## src/rtl/mexp_pkg.sv

```systemverilog
package mexp_pkg;

  localparam int MOD_W    = 31;
  localparam int IN_W     = 63;
  localparam int DIV_W    = 2 * MOD_W + 1;
  localparam int EXP_BITS_DEF = 63;
  localparam int PC_W     = 4;
  localparam int IN_TDATA_W  = 128;
  localparam int OUT_TDATA_W = 32;

  localparam logic [MOD_W-1:0] RESET_MODULUS = 31'd1000000007;

  typedef enum logic [2:0] {
    OP_IDLE,
    OP_NOP,
    OP_RED,
    OP_MUL_ACC,
    OP_MUL_PW,
    OP_ZERO,
    OP_EMIT
  } op_t;

  typedef enum logic [2:0] {
    CND_NEXT,
    CND_ALWAYS,
    CND_E_ZERO,
    CND_M_ZERO,
    CND_BIT_CLR,
    CND_E_LAST
  } cond_t;

  localparam logic [PC_W-1:0] ST_IDLE     = 4'd0;
  localparam logic [PC_W-1:0] ST_CHK_E    = 4'd1;
  localparam logic [PC_W-1:0] ST_CHK_M    = 4'd2;
  localparam logic [PC_W-1:0] ST_RED_BASE = 4'd3;
  localparam logic [PC_W-1:0] ST_TEST     = 4'd4;
  localparam logic [PC_W-1:0] ST_MUL_ACC  = 4'd5;
  localparam logic [PC_W-1:0] ST_RED_ACC  = 4'd6;
  localparam logic [PC_W-1:0] ST_MUL_PW   = 4'd7;
  localparam logic [PC_W-1:0] ST_RED_PW   = 4'd8;
  localparam logic [PC_W-1:0] ST_EMIT     = 4'd9;
  localparam logic [PC_W-1:0] ST_ZERO     = 4'd10;

  typedef struct packed {
    op_t             op;
    logic            dst_acc;
    logic            shift_e;
    cond_t           cond;
    logic [PC_W-1:0] target;
  } uword_t;

  typedef struct packed {
    op_t  op;
    logic dst_acc;
    logic shift_e;
    logic advance;
    logic red_start;
  } ctrl_t;

  typedef struct packed {
    logic in_xfer;
    logic out_free;
    logic red_done;
    logic e_zero;
    logic e_last;
    logic bit0;
    logic m_zero;
  } status_t;

  function automatic uword_t ucode(input logic [PC_W-1:0] pc);
    uword_t w;
    w = '{op: OP_NOP, dst_acc: 1'b0, shift_e: 1'b0, cond: CND_ALWAYS, target: ST_IDLE};
    case (pc)
      ST_IDLE:     w = '{OP_IDLE,    1'b0, 1'b0, CND_NEXT,    ST_IDLE};
      ST_CHK_E:    w = '{OP_NOP,     1'b0, 1'b0, CND_E_ZERO,  ST_EMIT};
      ST_CHK_M:    w = '{OP_NOP,     1'b0, 1'b0, CND_M_ZERO,  ST_ZERO};
      ST_RED_BASE: w = '{OP_RED,     1'b0, 1'b0, CND_NEXT,    ST_IDLE};
      ST_TEST:     w = '{OP_NOP,     1'b0, 1'b0, CND_BIT_CLR, ST_MUL_PW};
      ST_MUL_ACC:  w = '{OP_MUL_ACC, 1'b0, 1'b0, CND_NEXT,    ST_IDLE};
      ST_RED_ACC:  w = '{OP_RED,     1'b1, 1'b0, CND_NEXT,    ST_IDLE};
      ST_MUL_PW:   w = '{OP_MUL_PW,  1'b0, 1'b1, CND_E_LAST,  ST_EMIT};
      ST_RED_PW:   w = '{OP_RED,     1'b0, 1'b0, CND_ALWAYS,  ST_TEST};
      ST_EMIT:     w = '{OP_EMIT,    1'b0, 1'b0, CND_ALWAYS,  ST_IDLE};
      ST_ZERO:     w = '{OP_ZERO,    1'b0, 1'b0, CND_ALWAYS,  ST_EMIT};
      default:     w = '{OP_NOP,     1'b0, 1'b0, CND_ALWAYS,  ST_IDLE};
    endcase
    return w;
  endfunction

endpackage

```

## src/rtl/mexp_sequencer.sv

```systemverilog
module mexp_sequencer
  import mexp_pkg::*;
(
  input  logic    clk,
  input  logic    rst_n,
  input  status_t status,
  output ctrl_t   ctrl
);

  logic [PC_W-1:0] pc_r, pc_nxt;
  logic            started_r, started_nxt;
  uword_t          uw;
  logic            step_done;
  logic            take_jump;

  always_comb begin
    uw = ucode(pc_r);
    case (uw.op)
      OP_IDLE: step_done = status.in_xfer;
      OP_RED:  step_done = status.red_done;
      OP_EMIT: step_done = status.out_free;
      default: step_done = 1'b1;
    endcase
    case (uw.cond)
      CND_ALWAYS:  take_jump = 1'b1;
      CND_E_ZERO:  take_jump = status.e_zero;
      CND_M_ZERO:  take_jump = status.m_zero;
      CND_BIT_CLR: take_jump = !status.bit0;
      CND_E_LAST:  take_jump = status.e_last;
      default:     take_jump = 1'b0;
    endcase
    pc_nxt      = pc_r;
    started_nxt = started_r;
    if (uw.op == OP_RED && !started_r) begin
      started_nxt = 1'b1;
    end
    if (step_done) begin
      pc_nxt      = take_jump ? uw.target : pc_r + 1'b1;
      started_nxt = 1'b0;
    end
  end

  always_ff @(posedge clk) begin
    if (!rst_n) begin
      pc_r      <= ST_IDLE;
      started_r <= 1'b0;
    end else begin
      pc_r      <= pc_nxt;
      started_r <= started_nxt;
    end
  end

  always_comb begin
    ctrl.op        = uw.op;
    ctrl.dst_acc   = uw.dst_acc;
    ctrl.shift_e   = uw.shift_e;
    ctrl.advance   = step_done;
    ctrl.red_start = (uw.op == OP_RED) && !started_r;
  end

endmodule

```

## config.mk

```make
export PLATFORM = sky130hd
export DESIGN_NAME = mexp_sequencer
export DESIGN_NICKNAME = d
export VERILOG_FILES = /design/src/rtl/mexp_pkg.sv /design/src/rtl/mexp_sequencer.sv
export SDC_FILE = /design/constraint.sdc
export NUM_CORES = 1
export LEC_CHECK = 0
export CAP_MARGIN = 40
export CORE_MARGIN = 5
export CORE_UTILIZATION = 65
export CTS_CLUSTER_DIAMETER = 80
export DETAILED_ROUTE_END_ITERATION = 10
export DONT_BUFFER_PORTS = 1
export GPL_TIMING_DRIVEN = 0
export PLACE_DENSITY = 0.81
export REMOVE_ABC_BUFFERS = 1
export SLEW_MARGIN = 20
export SYNTH_ARGS = -nofsm -noshare
export SYNTH_HDL_FRONTEND = slang
export SYNTH_SLANG_ARGS = --single-unit
```

## constraint.sdc

```tcl
create_clock -name clk -period 4.25 [get_ports clk]
set_input_delay 0.425 -clock clk [delete_from_list [all_inputs] [get_ports clk]]
set_output_delay 0.425 -clock clk [all_outputs]
set_load 0.02 [all_outputs]
```

; Yosys cells after proc, flatten, opt, wreduce, memory -nomap -nowiden
; Memory sizes are Yosys's and may differ from the RTL's. A register that Yosys moved wholly into a read port is not among the register bits.
; Cells that the tools add are included.
[classes]
n_addsub = 1
n_eq_ne = 7
mux = 5
bitwise = 1
n_reduce_logical = 5
[op_table]
columns = cell, n
row1 = $mux W4, 3
row2 = $eq A3 B2 Y1 const B, 3
row3 = $eq A3 B3 Y1 const B, 3
row4 = $pmux W1 S5, 1
row5 = $add A4 B1 Y4 const B, 1
row6 = $eq A3 B1 Y1 const B, 1
row7 = $logic_not A3 Y1, 1
row8 = $pmux W1 S3, 1
row9 = $logic_not A1 Y1, 2
row10 = $reduce_or A2 Y1, 1
row11 = $logic_and A1 B1 Y1, 1
row12 = $not A1 Y1, 1
[totals]
ff_bits = 5
rom_bits = 192
inputBits = 9
output_inout_bits = 7
word_cells = 22
mem_count = 1
[memory_table]
columns = name, words, word_bits, rd, rd_ports_with_merged_regs, write_ports, line_no
row1 = (no name shown), 16, 12, 1, 1, 0, mexp_pkg.sv:73  ; case (pc)

; Depth between registers and ports, before layout
[depth]
word_depth = 5
mapped_depth = 10
mapped_depth_nobuf = 9

; Least setup slack after synthesis
; OpenSTA, ideal clock, no wires.
[synth_path]
path_kind = input to register
startpoint = input status[1] (netlist bit)
endpoint = register, netlist name uw[0]
setup_time_ns = 0.074
arrival_ns = 2.261
required_time_ns = 4.176
path_slack_ns = 1.915
stages = 8
path_buffers = 0
cell_sequence = or4b_4 o21a_1 a21o_1 a21oi_2 a311oi_1 ha_1 o32a_1 a31oi_1
[synth_between]
elab_chain_cells = 5
[synth_rtl]
columns = element, line_no
row1 = from (decl), mexp_sequencer.sv:6  ; input status_t status,
row2 = $logic_not A1 Y1, mexp_sequencer.sv:28  ; CND_BIT_CLR: take_jump = !status.bit0;
row3 = $pmux W1 S5, mexp_sequencer.sv:24  ; case (uw.cond)
row4 = $mux W4, mexp_sequencer.sv:38  ; pc_nxt = take_jump ? uw.target : pc_r + 1'b1;
row5 = $mux W4 (no line) (2 in series), --
; No other way between the ends.
; A chain may end at the register's enable or synchronous reset.

==> results.json <==
{
  "rows": 14,
  "globalplace.congestion": 0.8344,
  "nFillCells": 126,
  "initial_utilization": 0.6921,
  "hold_viol_final": 0,
  "cts_sinks": 17,
  "cp-end-kind": "flip-flop",
  "maxSlewViolCount": 0,
  "ys_ff_latch": 17,
  "htree_levels": 1,
  "cts_resized": 0,
  "synth_flop_cell": "dfxtp_1",
  "grt_pass1_vias": 754,
  "drcViolationCount": 0,
  "die_w_um": 50.28,
  "setup_violations": 0,
  "irDropWorstVdd_uv": 355.5,
  "synth_area_per_cell_um2": 9.677,
  "ys_top_cells_by_area": "dfxtp_1, ha_1, buf_4",
  "final.min_clock_period_ns": 2.724,
  "cts_tree": "built",
  "antenna_found_initial": 0,
  "swShare": 0.4604,
  "area_growth_syn_to_layout_pct": -0.0001896,
  "fin_util": 0.6921,
  "pre_cts_slack_ns": 1.557,
  "post_synth_num_cell_types": 44,
  "netlist_area_um2": 1055,
  "max-cap-violations": 0,
  "p_int_mw": 0.3818,
  "multi_input_area_um2": 638.1,
  "setup_tns_ns": 0,
  "syn_inst": 109,
  "holdWs_ns": 0.3437,
  "run_status": "finished, final reports clean",
  "slew_headroom": 0.4860,
  "rrSetupSlack_ns": 1.53,
  "synth-warning-count": 0,
  "mostFrequentLayoutCells": "dfxtp_1, nand3_1, inv_1, a21oi_1, ha_1",
  "post_cts_buffers": 0,
  "fmaxAchievable_mhz": 367.1,
  "power_frac_seq": 0.369,
  "dieArea_um2": 2528,
  "cts_buffers": 3,
  "drtIter0Drc": 29,
  "fp.dieH_um": 50.28,
  "seq_area_frac_synth": 0.3227,
  "core_area_um2": 1524,
  "synth_top_family_by_area": "compound AO/OA/AOI/OAI gates",
  "dpl.hpwl_um": 1663,
  "io_buffers": 0,
  "final_layout_size_suffix_gt1_frac": 0.2453,
  "power.net_switching_mw": 0.3258,
  "root_buffer": "clkbuf_4",
  "grt_max_degree": 13,
  "num_vias": 815,
  "drt-pass1-iter-count": 4,
  "clock_latency_ns": 0.29,
  "finalPower_mw": 0.7076,
  "synth_compound_area_frac": 0.3511,
  "power.share.combinational": 0.514,
  "synth_simple_gate_area_frac": 0.1815,
  "hp-class": "input port to flip-flop",
  "worst_pin_slew_ns": 0.7711,
  "pin_count": 16,
  "path_class": "flip-flop to flip-flop",
  "cp_max_fo": 12,
  "synth-edff-count": 0,
  "grt_pass1_wl_um": 3477,
  "antennaDiodeCount": 0,
  "seq_area_um2": 340.3,
  "synthXorXnorAreaFrac": 0,
  "p_leak_nw": 0.3991,
  "cellPowerDensity_nw_per_um2": 670.9,
  "avgViaCountPerCell": 6.680,
  "cts_hold_buf": 0,
  "timing.final.crit_share": 0.6410,
  "worstPathArrival_ns": 2.93,
  "clock_skew_ns": 0.001801,
  "grt_overflow": 0,
  "muxShareOfSynthArea": 0.009490,
  "critPathRequiredTime_ns": 4.46,
  "clk_pin_slew_ns": 0.09,
  "globalRouteTotalUtil": 0.1765,
  "finalWorstSetupSlack_ns": 1.526,
  "ant_nets": 0,
  "wl_um": 2163,
  "clkPwrFrac": 0.118,
  "synth-adder-area-share": 0.05931,
  "wl_per_cell_um": 17.73,
  "async_flop_share": 0,
  "synth_top_area_share": 0.3227,
  "rsz0062_at_grt": "no",
  "final_common_cell": "dfxtp_1",
  "post-synth-top-area-cell": "dfxtp_1",
  "nets": 121,
  "clk_path_buf_depth": 2,
  "crit_path_start_kind": "flip-flop"
}
[final timing paths]
| kind | from | depth (start not counted) | endpoint |
|---|---|---|---|
| worst max-delay path | uw[10]$_DFF_P_ | 8 | uw[9]$_DFF_P_ |
| worst min-delay path | rst_n | 2 | pc_r[0]$_SDFFE_PN0N_ |
| worst max register to register | uw[10]$_DFF_P_ | 8 | uw[9]$_DFF_P_ |
| worst min register to register | started_r$_SDFFE_PP0P_ | 2 | started_r$_SDFFE_PP0P_ |
[flip-flops by register name (all words and copies together), names as in the netlist]
| register | count |
|---|---|
| uw | 12 |
| pc_r | 4 |
| started_r | 1 |
[synth_stat cells (2+ instances only)]
cell,number
dfxtp_1,17
nand3_1,7
a21oi_1,6
buf_4,6
inv_1,6
ha_1,5
a21o_1,4
nand2_1,4
nor2_1,4
o21ai_1,4
a21oi_2,3
o21ai_0,3
a311oi_1,2
a31oi_1,2
inv_2,2
nor3_1,2
nor3_2,2
o211ai_2,2
o21a_1,2
o21ai_2,2
[power groups by stage]
stage	Clock, mW	Sequential (mW)	Combinational [mW]
detailed placement	0	0.264	0.358
floorplan	0	0.253	0.290
global placement	0	0.262	0.340
finish	0.0834	0.261	0.363
CTS	0.0857	0.261	0.359
global route	0.0946	0.267	0.400
[layout make-up]
cell class                      instances  area share
Tap cell                               16     0.01898
Multi-Input combinational cell         77      0.6050
Clock buffer                            4     0.02491
Inverter                                8     0.02847
Sequential cell                        17      0.3227
[layer usage]
layer | global-route usage | vias to the layer above | part of all wire
met5 | 0 | - | 0
met4 | 0.06550 | 0 | 0.0079
met1 | 0.2248 | 382 | 0.41
li1 | - | 404 | -
met3 | 0.04734 | 2 | 0.057
met2 | 0.2824 | 27 | 0.52
[logic make-up after synthesis]
logic type | after synthesis
adder cells (fa/ha/maj) | 5
buffers and inverters | 15
multiplexers | 1
flip-flops | 17
AND/OR/NAND/NOR | 28
AO/OA/AOI/OAI | 43
[per-stage QoR]
step	cells	instance area, um2
after floorplan	102	1005
after global placement	118	1025
after detailed placement	118	1028
after CTS	122	1055
after global routing	122	1055
final	122	1055
[critical path, stage by stage, from the launching register on]
cell	delay, ns
dfxtp_1	0.52
mux2i_1	0.14
a21oi_2	0.62
a21oi_2	0.16
a311oi_2	0.42
inv_1	0.12
ha_1	0.36
nand3_1	0.12
o221ai_1	0.18
Note: power is estimated with default switching activity, not from simulation.
