$ cat src/rtl/mexp_pkg.sv
package mexp_pkg;

  localparam int MOD_W    = 31;
  localparam int IN_W     = 63;
  localparam int DIV_W    = 2 * MOD_W + 1;
  localparam int EXP_BITS_DEF = 63;
  localparam int PC_W     = 4;
  localparam int IN_TDATA_W  = 128;
  localparam int OUT_TDATA_W = 32;

  localparam logic [MOD_W-1:0] RESET_MODULUS = 31'd1000000007;

  typedef enum logic [2:0] {
    OP_IDLE,
    OP_NOP,
    OP_RED,
    OP_MUL_ACC,
    OP_MUL_PW,
    OP_ZERO,
    OP_EMIT
  } op_t;

  typedef enum logic [2:0] {
    CND_NEXT,
    CND_ALWAYS,
    CND_E_ZERO,
    CND_M_ZERO,
    CND_BIT_CLR,
    CND_E_LAST
  } cond_t;

  localparam logic [PC_W-1:0] ST_IDLE     = 4'd0;
  localparam logic [PC_W-1:0] ST_CHK_E    = 4'd1;
  localparam logic [PC_W-1:0] ST_CHK_M    = 4'd2;
  localparam logic [PC_W-1:0] ST_RED_BASE = 4'd3;
  localparam logic [PC_W-1:0] ST_TEST     = 4'd4;
  localparam logic [PC_W-1:0] ST_MUL_ACC  = 4'd5;
  localparam logic [PC_W-1:0] ST_RED_ACC  = 4'd6;
  localparam logic [PC_W-1:0] ST_MUL_PW   = 4'd7;
  localparam logic [PC_W-1:0] ST_RED_PW   = 4'd8;
  localparam logic [PC_W-1:0] ST_EMIT     = 4'd9;
  localparam logic [PC_W-1:0] ST_ZERO     = 4'd10;

  typedef struct packed {
    op_t             op;
    logic            dst_acc;
    logic            shift_e;
    cond_t           cond;
    logic [PC_W-1:0] target;
  } uword_t;

  typedef struct packed {
    op_t  op;
    logic dst_acc;
    logic shift_e;
    logic advance;
    logic red_start;
  } ctrl_t;

  typedef struct packed {
    logic in_xfer;
    logic out_free;
    logic red_done;
    logic e_zero;
    logic e_last;
    logic bit0;
    logic m_zero;
  } status_t;

  function automatic uword_t ucode(input logic [PC_W-1:0] pc);
    uword_t w;
    w = '{op: OP_NOP, dst_acc: 1'b0, shift_e: 1'b0, cond: CND_ALWAYS, target: ST_IDLE};
    case (pc)
      ST_IDLE:     w = '{OP_IDLE,    1'b0, 1'b0, CND_NEXT,    ST_IDLE};
      ST_CHK_E:    w = '{OP_NOP,     1'b0, 1'b0, CND_E_ZERO,  ST_EMIT};
      ST_CHK_M:    w = '{OP_NOP,     1'b0, 1'b0, CND_M_ZERO,  ST_ZERO};
      ST_RED_BASE: w = '{OP_RED,     1'b0, 1'b0, CND_NEXT,    ST_IDLE};
      ST_TEST:     w = '{OP_NOP,     1'b0, 1'b0, CND_BIT_CLR, ST_MUL_PW};
      ST_MUL_ACC:  w = '{OP_MUL_ACC, 1'b0, 1'b0, CND_NEXT,    ST_IDLE};
      ST_RED_ACC:  w = '{OP_RED,     1'b1, 1'b0, CND_NEXT,    ST_IDLE};
      ST_MUL_PW:   w = '{OP_MUL_PW,  1'b0, 1'b1, CND_E_LAST,  ST_EMIT};
      ST_RED_PW:   w = '{OP_RED,     1'b0, 1'b0, CND_ALWAYS,  ST_TEST};
      ST_EMIT:     w = '{OP_EMIT,    1'b0, 1'b0, CND_ALWAYS,  ST_IDLE};
      ST_ZERO:     w = '{OP_ZERO,    1'b0, 1'b0, CND_ALWAYS,  ST_EMIT};
      default:     w = '{OP_NOP,     1'b0, 1'b0, CND_ALWAYS,  ST_IDLE};
    endcase
    return w;
  endfunction

endpackage

$ cat src/rtl/mexp_reducer.sv
module mexp_reducer
  import mexp_pkg::*;
(
  input  logic             clk,
  input  logic             rst_n,
  input  logic             start,
  input  logic [DIV_W-1:0] dividend,
  input  logic [MOD_W-1:0] modulus,
  output logic             busy,
  output logic             done,
  output logic [MOD_W-1:0] remainder
);

  localparam int CNT_W = $clog2(DIV_W + 1);

  logic [MOD_W-1:0] rem_r, rem_nxt;
  logic [DIV_W-1:0] dvd_r, dvd_nxt;
  logic [CNT_W-1:0] cnt_r, cnt_nxt;
  logic             busy_r, busy_nxt;
  logic             done_r, done_nxt;
  logic [MOD_W:0]   trial;

  always_comb begin
    trial    = {rem_r, dvd_r[DIV_W-1]};
    rem_nxt  = rem_r;
    dvd_nxt  = dvd_r;
    cnt_nxt  = cnt_r;
    busy_nxt = busy_r;
    done_nxt = 1'b0;
    if (start) begin
      rem_nxt  = '0;
      dvd_nxt  = dividend;
      cnt_nxt  = CNT_W'(DIV_W);
      busy_nxt = 1'b1;
    end else if (busy_r) begin
      if (trial >= {1'b0, modulus}) begin
        rem_nxt = MOD_W'(trial - {1'b0, modulus});
      end else begin
        rem_nxt = trial[MOD_W-1:0];
      end
      dvd_nxt = {dvd_r[DIV_W-2:0], 1'b0};
      cnt_nxt = cnt_r - 1'b1;
      if (cnt_r == CNT_W'(1)) begin
        busy_nxt = 1'b0;
        done_nxt = 1'b1;
      end
    end
  end

  always_ff @(posedge clk) begin
    if (!rst_n) begin
      busy_r <= 1'b0;
      done_r <= 1'b0;
      cnt_r  <= '0;
    end else begin
      busy_r <= busy_nxt;
      done_r <= done_nxt;
      cnt_r  <= cnt_nxt;
    end
    rem_r <= rem_nxt;
    dvd_r <= dvd_nxt;
  end

  assign busy      = busy_r;
  assign done      = done_r;
  assign remainder = rem_r;

  a_done_after_busy: assert property (@(posedge clk) disable iff (!rst_n)
    done_r |-> $past(busy_r))
    else $error("Reducer finished without having run.");

  a_remainder_below_mod: assert property (@(posedge clk) disable iff (!rst_n)
    done_r && (modulus != '0) |-> rem_r < modulus)
    else $error("Reducer remainder is not below the modulus.");

  a_no_restart_while_busy: assert property (@(posedge clk) disable iff (!rst_n)
    busy_r |-> !start)
    else $error("Reducer started while busy.");

endmodule

$ cat config.mk
export PLATFORM = sky130hd
export DESIGN_NAME = mexp_reducer
export DESIGN_NICKNAME = d
export VERILOG_FILES = /design/src/rtl/mexp_pkg.sv /design/src/rtl/mexp_reducer.sv
export SDC_FILE = /design/constraint.sdc
export NUM_CORES = 1
export LEC_CHECK = 0
export ABC_AREA = 0
export CAP_MARGIN = 30
export CORE_ASPECT_RATIO = 1.2
export CORE_MARGIN = 2
export CORE_UTILIZATION = 58
export CTS_CLUSTER_DIAMETER = 120
export DETAILED_ROUTE_END_ITERATION = 12
export DONT_BUFFER_PORTS = 1
export GPL_TIMING_DRIVEN = 0
export PLACE_DENSITY = 0.76
export SYNTH_ARGS = -nofsm -noshare
export SYNTH_HDL_FRONTEND = slang
export SYNTH_SLANG_ARGS = --single-unit
$ cat constraint.sdc
create_clock -name clk -period 3.1 [get_ports clk]
set_clock_uncertainty 0.05 [all_clocks]
set_input_delay 0.775 -clock clk [delete_from_list [all_inputs] [get_ports clk]]
set_output_delay 0.775 -clock clk [all_outputs]
set_load 0.005 [all_outputs]
* Yosys cells after proc, flatten, opt, wreduce, memory -nomap -nowiden
Index checks and enable logic that the tools add are counted.
Cells by class: $add $sub $neg 2, order comparisons 1, eq/ne operators 1, multiplexer cells 9, bitwise logic cells 2, reduce and logical (&&, ||, !) cells 2
Operator list (count):
- two-way mux 63 bit | 2
- greater-or-equal comparator 32 x 31 -> 1 bit | 1
- two-way mux 31 bit | 1
- subtractor 31 bit | 1
- two-way mux 6 bit | 2
- equality test 6 x 1 -> 1 bit (second input constant) | 1
- subtractor 6 x 1 -> 6 bit (second input constant) | 1
- two-way mux 1 bit | 4
- OR reduction 3 bit | 1
- inverter 1 bit | 2
- nonzero test 2 bit | 1
Storage, ports and cells: register bits 102, input bits 97, output and inout port bits 33, logic and storage cells 22

* Logic depth before layout (Yosys ltp)
Gate-level depths: netlist (run 1).
depth after elaboration 4, gate-level depth with buffers 13, gate-level depth less buffers 12

* Least setup slack after synthesis (run 1)
No wires, ideal clock.
path type in2reg, start input port modulus[0], end register rem_r[20], in the netlist remainder[20], library setup time 91 ps, data arrival time 2857 ps, setup slack 102 ps, stages on the path 11, buffers on the path 1, cell sequence ha_1 -> fa_1 -> nor2b_4 -> o2111ai_2 -> nand3_1 -> a21o_1 -> a211o_1 -> a41o_1 -> buf_2 -> nand2_1 -> a311oi_1
On the way: cells in the longest elaborated chain, start to end 2, elaborated cells between the ends (all ways) 3
Ends and longest elaborated chain:
- start: declaration | line mexp_reducer.sv:8 | input logic [MOD_W-1:0] modulus,
- subtractor 31 bit or greater-or-equal comparator 32 x 31 -> 1 bit (tied branches) | line mexp_reducer.sv:37, mexp_reducer.sv:36
- two-way mux 31 bit * | line mexp_reducer.sv:36 | if (trial >= {1'b0, modulus}) begin
- end signal: assignment | line mexp_reducer.sv:60 | rem_r <= rem_nxt;
- end: declaration | line mexp_reducer.sv:16 | logic [MOD_W-1:0] rem_r, rem_nxt;
Mark *: on every way between the ends. The rest lies on a longest branch, timed or not. A chain may end at the register's enable or synchronous reset.

* Worst setup path in the final report (run 1)
start input port modulus[2], end register rem_r[23], in the netlist remainder[23]
Same word-level chain as after synthesis.

==> impl_metrics.ini, run 1 <==
[floorplanning]
start_util_pct = 58.7
die_h_um = 116
row_count = 41
die_w_um = 97.7
ios = 130
dieArea_um2 = 11400
core_um2 = 10400

[power_and_ir_drop]
cellLeakagePower_nw = 2.57
p_sw_w = 0.000926
switching_share_pct = 27.8
comb_power_share_pct = 18.7
peakVddDrop_v = 0.000379
p_int_w = 0.00240
sequentialPowerShare_pct = 49.7
cellPowerDensity_nw_per_um2 = 502
clock_power_share_pct = 31.6

[timing]
worst_pin_slew_ns = 0.701
whs_ns = 0.494
fin_ws_ns = 0.0885
slew_headroom_pct = 53.3
hold_violations = 0
fin_crit_sh_pct = 97.1
finalSetupViolations = 0
max_freq_mhz = 332
drv_slew = 0
rsz0062_at_grt = yes
min_period_ns = 3.01
tns_ns = 0

[clock_network]
htree_levels = 3
path_clk_slew_ns = 0.08
cts.sinks = 102
cts_tree = yes
cts_inserted_buffers = 9
cts-root-buf = clkbuf_16
clock_latency_ns = 0.35
clock_path_buffers = 2
cts_hold_buf = 0

[cells_and_area]
stdcell_count = 734
final_common_cell = mux2_2
diodes = 0
drive_gt1_share_pct = 17.9
fill_cells = 855
most-common-layout-cells = mux2_2, edfxtp_1, nand2_1
area_delta_synth_final_pct = 8.31
fin_nets = 732

[route]
via_count = 4551
wl_um = 14100
drt_iter0_markers = 331
drc_errors = 0
wl_per_cell_um = 19.2
vias_per_cell = 6.20
firstDrtPassIters = 5
antenna_left = 0

[synth]
synth_flop_cell = edfxtp_1
syn_inst = 587
synth_cell_type_count = 65
async_flop_share_pct = 0
avgSynthCellArea_um2 = 10.4
synth_largest_area_cell = edfxtp_1
syn-cell-area_um2 = 6110
synthTopCellsByArea = edfxtp_1, dfxtp_1, mux2_2, ha_1, nand2_1
synth-edff-count = 63
synth_seq_cells = 102
ys_warn_count = 0
ys_seq_area_share_pct = 43.7
synth.top_cell.area_share_pct = 30.9
synth_nets = 718

[placement]
hpwl_um = 10300
dpl_worst_slack_ns = -0.352
port_buffers = 0
dp.cells = 717
gp_congestion = 0.929

[setup_path]
crit_arrival_ns = 3.16
rrSetupSlack_ns = 0.14
crit_fanout = 10
worstSetupStartpointType = input pin
worstSetupPathType = input pin to flop
required_ns = 3.25
endpoint_kind = flop

[grt]
grt.overflow.total = 0
grt_max_degree = 40
grtUsageTotal_pct = 23.6
antenna_found_initial = 0
grt_pass1_wl_um = 21100
grt_pass1_vias = 4229

[job]
maxCapViolCount = 0

[status]
status = completed

[min_path]
worstHoldPathType = flop to flop
-- layer usage --
| metal | global-route usage, % | wire, µm |
|---|---|---|
| met1 | 28.2 | 5700 |
| met2 | 41.5 | 6920 |
| met3 | 6.40 | 1100 |
| met4 | 8.61 | 340 |
| met5 | 0 | 0 |
-- area by class of cell --
type                    count  area (µm²)  share of cell area, %
plain buffers              26         128                   1.93
clock buffers              10         229                   3.46
clock inverters             5        35.0                  0.529
inverters                  42         158                   2.38
multi-input cells         417        3200                   48.4
flip-flops and latches    102        2670                   40.4
well taps                 129         161                   2.44
repair buffers              3        35.0                  0.529
-- metrics by stage --
stage	total power, W	cell area, µm²	utilization (%)
floorplan	0.00214	6110	-
global placement	0.00226	6280	60.3
detailed placement	0.00228	6300	60.5
CTS	0.00332	6560	63.0
global route	0.00345	6620	63.6
finish	0.00332	6620	63.6
-- power groups by stage --
stage	clock (W)	sequential, W	combinational [W]
floorplan	0	0.00166	0.000485
CTS	0.00106	0.00165	0.000604
finish	0.00105	0.00165	0.000623
detailed placement	0	0.00168	0.000600
global route	0.00110	0.00167	0.000681
global placement	0	0.00168	0.000579
-- worst max-delay path: stages --
cell       delay, ns
inv_1           0.04
ha_1            0.36
nor2b_4         0.17
o2111ai_2       0.20
nand3_2         0.15
a21o_1          0.20
a211o_1         0.37
a41o_2          0.37
clkbuf_4        0.22
o221ai_1        0.20
a21oi_1         0.10
-- flip-flops by register name, summed over array words and instances (netlist names) --
register	count
dvd_r	63
remainder	31
cnt_r	6
busy	1
done	1
-- final timing paths --
path,cells past startpoint,end,from
hold reg to reg,2,remainder[12],remainder[11]
setup reg to reg,12,remainder[23],dvd_r[62]
hold / removal,2,remainder[12],remainder[11]
setup / recovery,11,remainder[23],modulus[2]
-- synth_stat cells (2+ instances only) --
cell type  count
xor2_1         7
o21a_1        12
nand2b_1       9
edfxtp_1      63
nor2b_1        7
nand3_1       14
o31ai_1        5
o21ai_0       21
nor3_2         2
o211ai_1       2
xnor2_1       19
nand4_1        4
buf_6          3
a21o_1        11
a211oi_1       4
nor2_1        39
ha_1          33
o21bai_1       6
clkbuf_1      20
nor4_1         2
a31oi_1        3
o41ai_1        2
a21oi_1       31
nor4b_1        2
or3_1          2
mux2_2        65
a221o_1        2
and2_1         2
nor3_1         4
a32oi_1        7
dfxtp_1       39
o31ai_2        2
a311oi_1      14
o21ai_1        2
inv_1         42
nand2_1       56
-- cells by family after synthesis --
logic type / count (synthesis) / share of synthesized area, %
fa+ha+maj: 34 / 7.08
compound gates: 142 / 17.3
simple gates: 149 / 11.4
buf+inv: 68 / 4.62
flops: 102 / 43.7
mux: 66 / 12.1
xor+xnor: 26 / 3.72
-- timing repair --
action | CTS | global route
setup endpoints to repair | 0 | 28
buffers inserted | 0 | 2
resized for setup | 0 | 9
Power figures use the tool's default switching activity.
==> inputs of run 2 (changes only) <==
Settings changed: CORE_UTILIZATION 58 to 30, PLACE_DENSITY 0.76 to not set, SLEW_MARGIN set to 30.
==> run 2 against run 1 <==
- global-route usage down 8.9 points
- final cell count up 19%
- worst hold slack worse by 0.0045 ns
- register-to-register slack better by 0.02 ns
- combinational power about the same
- total power up 4.6%
- via count down 2.4%
- sequential share of layout area down 1.2 points
- clock power up 14%
- count of clock-buffer cells in the layout down 1
- critical endpoint is now remainder[6]
- largest power group unchanged
- highest routed layer unchanged
==> impl_metrics.ini, run 2 (synthesis gave the netlist of run 1 again) <==
[route]
wl_per_cell_um = 18.1
wl_um = 15700
via_count = 4444
vias_per_cell = 5.10
antenna_left = 0
drc_errors = 0
drt_iter0_markers = 247
firstDrtPassIters = 4

[power_and_ir_drop]
cellPowerDensity_nw_per_um2 = 510
cellLeakagePower_nw = 2.58
peakVddDrop_v = 0.000272

[timing]
worst_pin_slew_ns = 0.686
max_freq_mhz = 339
drv_slew = 0
finalSetupViolations = 0
hold_violations = 0
rsz0062_at_grt = no
fin_crit_sh_pct = 95.3
slew_headroom_pct = 54.2
whs_ns = 0.490
tns_ns = 0
min_period_ns = 2.95

[grt]
antenna_found_initial = 1
busiest_layer = met2
grt_use_met2_pct = 24.4
grt_pass1_vias = 4542
grtUsageTotal_pct = 14.8
grt_pass1_wl_um = 24800
met1_usage_pct = 18.2
grt.overflow.total = 0
gr-usage-met3_pct = 5.43
grt_max_degree = 34

[floorplanning]
core_um2 = 20100
dieArea_um2 = 21500
die_h_um = 160
row_count = 57
die_w_um = 134
ios = 130
start_util_pct = 30.4

[setup_path]
crit_chain = inv_1, ha_1, a21oi_4, o21bai_1, a21o_1, o2bb2ai_1, a221o_1, a41oi_4, buf_6, nand2_1, a311oi_1
required_ns = 3.30
crit_arrival_ns = 3.16
endpoint_kind = flop
worstSetupPathType = input pin to flop
critical-path-max-stage-delay_ns = 0.39
worst_path_max_delay_cell = ha_1
worstSetupStartpointType = input pin
crit_fanout = 10
cp_top_family = compound AO/OA/AOI/OAI gates
critPathBufInv = 2

[cells_and_area]
max_flop_register = dvd_r
area_delta_synth_final_pct = 11.5
final_common_cell = mux2_2
fin_nets = 731
drive_gt1_share_pct = 17.7
fin_util_pct = 33.9
most-common-layout-cells = mux2_2, edfxtp_1, nand2_1
largest_reg_flops = 63
stdcell_count = 871

[clock_network]
cts_inserted_buffers = 9
cts-root-buf = clkbuf_16
clock_path_buffers = 2
htree_levels = 3
clock_latency_ns = 0.35
path_clk_slew_ns = 0.07
cts.sinks = 102
cts_tree = yes

[placement]
gp_congestion = 0.872
hpwl_um = 11700
port_buffers = 0
dp.cells = 853

[min_path]
worstHoldPathType = flop to flop

[status]
status = completed

[job]
maxCapViolCount = 0
## run 2: cell types whose count changed in the layout (fill, tap and decap cells not counted), sizes merged
cell | previous run | this run
clkinv | 3 | 1
inv | 44 | 46
buf | 8 | 7
bufinv | 0 | 1
clkbuf | 31 | 30
clkinvlp | 0 | 1
diode | 0 | 1
## run 2: timing repair
item | CTS | global route
hold buffers | 0 | 0
buffers inserted | 0 | 1
endpoints found under the setup margin | 0 | 30
resized for setup | 0 | 7
## run 2: final timing paths
path,from,cells after the start,end,slack (ns)
max,modulus[13],11,remainder[6],0.15
min,remainder[12],2,remainder[13],0.49
min reg2reg,remainder[12],2,remainder[13],0.49
max reg2reg,remainder[1],10,remainder[6],0.16
## run 2: cell type report
type	instances	area (µm²)
Inverter	42	160
Antenna cell	1	2.50
Tap cell	265	332
Buffer	26	128
Sequential cell	102	2670
Clock buffer	9	225
Timing Repair Buffer	2	27.5
Fill cell	2051	13300
Clock inverter	7	78.8
Multi-Input combinational cell	417	3190
## run 2: worst reg2reg max path, cell delays in order, from the launching register on
cell and delay (ns):
dfxtp_1 0.49, ha_1 0.34, nor2b_4 0.16, o2111ai_2 0.20, nand3_2 0.16, a21o_1 0.21
a211o_1 0.33, a41oi_4 0.37, buf_6 0.21, nand2_1 0.06, a311oi_1 0.26
## run 2: metrics by stage
stage          setup slack, ns  power (W)  cell area [µm²]
2_1_floorplan            0.102    0.00214             6110
5_1_grt                0.00686    0.00367             6820
3_3_place_gp            -0.347    0.00229             6450
3_5_place_dp            -0.331    0.00230             6470
4_1_cts                0.00485    0.00351             6770
6_report                 0.146    0.00348             6820
## run 2: where the power goes
| group | internal [W] | switching, W | total (W) |
|---|---|---|---|
| Sequential | 0.00158 | 0.0000705 | 0.00165 |
| Combinational | 0.000268 | 0.000352 | 0.000620 |
| Clock | 0.000640 | 0.000564 | 0.00120 |
| Total | 0.00249 | 0.000987 | 0.00348 |
## run 2: layer usage
layer / part of all wire [%] / routed length [µm]
met5: 0 / 0
met3: 7.7 / 1210
met2: 48 / 7600
met4: 1.0 / 157
met1: 43 / 6780
==> inputs of run 3 (changes only) <==
Settings changed: SETUP_SLACK_MARGIN set to 0.5.
==> run 3 against run 2 <==
- largest power group unchanged
- clock power rose by 3%
- highest routed layer is now met5
- via count rose by 6.1%
- total power up 6.1%
==> impl_metrics.ini, run 3 (synthesis gave the netlist of run 1 again) <==
[cells_and_area]
fin_util_pct = 38.6
area_delta_synth_final_pct = 27.0
regArea_um2 = 2690
drive_gt1_share_pct = 36.5
max_flop_register = dvd_r
fin_nets = 761
most-common-layout-cells = mux2_2, edfxtp_1, nand2_1
largest_reg_flops = 63
final_common_cell = mux2_2
fill_cells = 1995
multi_input_area_um2 = 3750

[grt]
grt_pass1_wl_um = 26100
antenna_found_initial = 5
grt.overflow.total = 0
grtUsageTotal_pct = 15.7
grt_pass1_vias = 4758
grt_max_degree = 36

[route]
drc_errors = 0
vias_per_cell = 5.22
wl_per_cell_um = 19.3
firstDrtPassIters = 6
drt_iter0_markers = 232
wl_um = 17400
antenna_left = 0
via_count = 4713

[floorplanning]
start_util_pct = 30.4
core_um2 = 20100
dieArea_um2 = 21500
row_count = 57
die_h_um = 160
ios = 130
die_w_um = 134

[clock_network]
clock_path_buffers = 2
htree_levels = 3
clock_latency_ns = 0.36
cts_hold_buf = 0
cts_tree = yes
cts_inserted_buffers = 9
path_clk_slew_ns = 0.08
cts.sinks = 102
cts-root-buf = clkbuf_16

[setup_path]
crit_fanout = 4
required_ns = 3.36
endpoint_kind = flop
crit_arrival_ns = 3.06
worstSetupStartpointType = input pin
worstSetupPathType = input pin to flop

[timing]
drv_slew = 0
worst_pin_slew_ns = 0.831
whs_ns = 0.477
min_period_ns = 2.81
rsz0062_at_grt = yes
fin_crit_sh_pct = 90.6
hold_violations = 0
slew_headroom_pct = 44.6
max_freq_mhz = 356
finalSetupViolations = 0

[power_and_ir_drop]
cellLeakagePower_nw = 2.83
peakVddDrop_v = 0.000305
cellPowerDensity_nw_per_um2 = 475

[placement]
gp_congestion = 0.932
port_buffers = 0
hpwl_um = 12100

[job]
maxCapViolCount = 0

[min_path]
worstHoldPathType = flop to flop

[status]
status = completed
==> run 3: changes by cell type in the layout (fill, tap and decap cells not counted), moves of 8 or more <==
cell      before  now
buf_4          2   20
ha_1          33   16
ha_4           0   15
nand2_1       56   43
dfxtp_1       39   27
dfxtp_2        0   12
a311oi_1      14    3
a311oi_2       1   12
nand2_2        0   11
a21oi_1       30   20
a21oi_2        1    9
==> run 3: final timing paths <==
| path | to | depth (start not counted) | startpoint | slack [ns] |
|---|---|---|---|---|
| min | remainder[17] | 2 | remainder[17] | 0.48 |
| max reg2reg | remainder[7] | 13 | dvd_r[62] | 0.30 |
| max | remainder[29] | 11 | modulus[1] | 0.29 |
| min reg2reg | remainder[17] | 2 | remainder[17] | 0.48 |
==> run 3: per-layer routing <==
metal,part of all wire [%],GRT usage [%],up-vias
met2,48,25.9,171
met4,3.6,6.89,6
li1,-,-,2257
met1,39,17.3,2230
met5,0.28,0,-
met3,9.4,7.35,49
==> run 3: power breakdown <==
group	switching [W]	internal, W	leakage, nW	total, W
combinational	0.000416	0.000367	1.72	0.000783
clock	0.000589	0.000652	0.156	0.00124
sequential	0.0000801	0.00159	0.959	0.00167
total	0.00108	0.00261	2.83	0.00369
==> run 3: what timing repair did <==
action	4_1_cts	5_1_grt
cloned	5	0
gates resized for setup	49	46
setup endpoints to repair	31	31
endpoints found under the hold margin	0	0
pin swaps	25	15
setup buffers	19	7
==> run 3: per-stage QoR <==
step	instance area [µm²]	power, W	setup WS [ns]	cells	setup TNS, ns
global placement	6770	0.00236	-0.184	852	-5.00
finish	7760	0.00369	0.293	903	0
floorplan	6440	0.00221	0.232	587	0
CTS	7520	0.00368	0.289	893	0
detailed placement	6790	0.00237	-0.214	853	-3.87
global route	7760	0.00385	0.182	901	0
==> run 3: cell type report <==
cell class | count | share of cell area (%)
clock inverter | 7 | 1.19
antenna | 3 | 0.0967
tap | 265 | 4.27
timing repair buffer | 31 | 4.06
buffer | 26 | 2.10
sequential | 102 | 34.6
clock buffer | 9 | 2.90
multi-input combinational | 418 | 48.3
inverter | 42 | 2.42
==> run 3: critical path, cell delays in order <==
cell and delay, ns:
inv_1 0.02, ha_1 0.30, nor2b_2 0.16, o31a_1 0.34
o31ai_4 0.28, a2111oi_4 0.15, o21ai_4 0.23, o31ai_4 0.12
o31ai_2 0.24, mux2_2 0.38, nand2_1 0.06
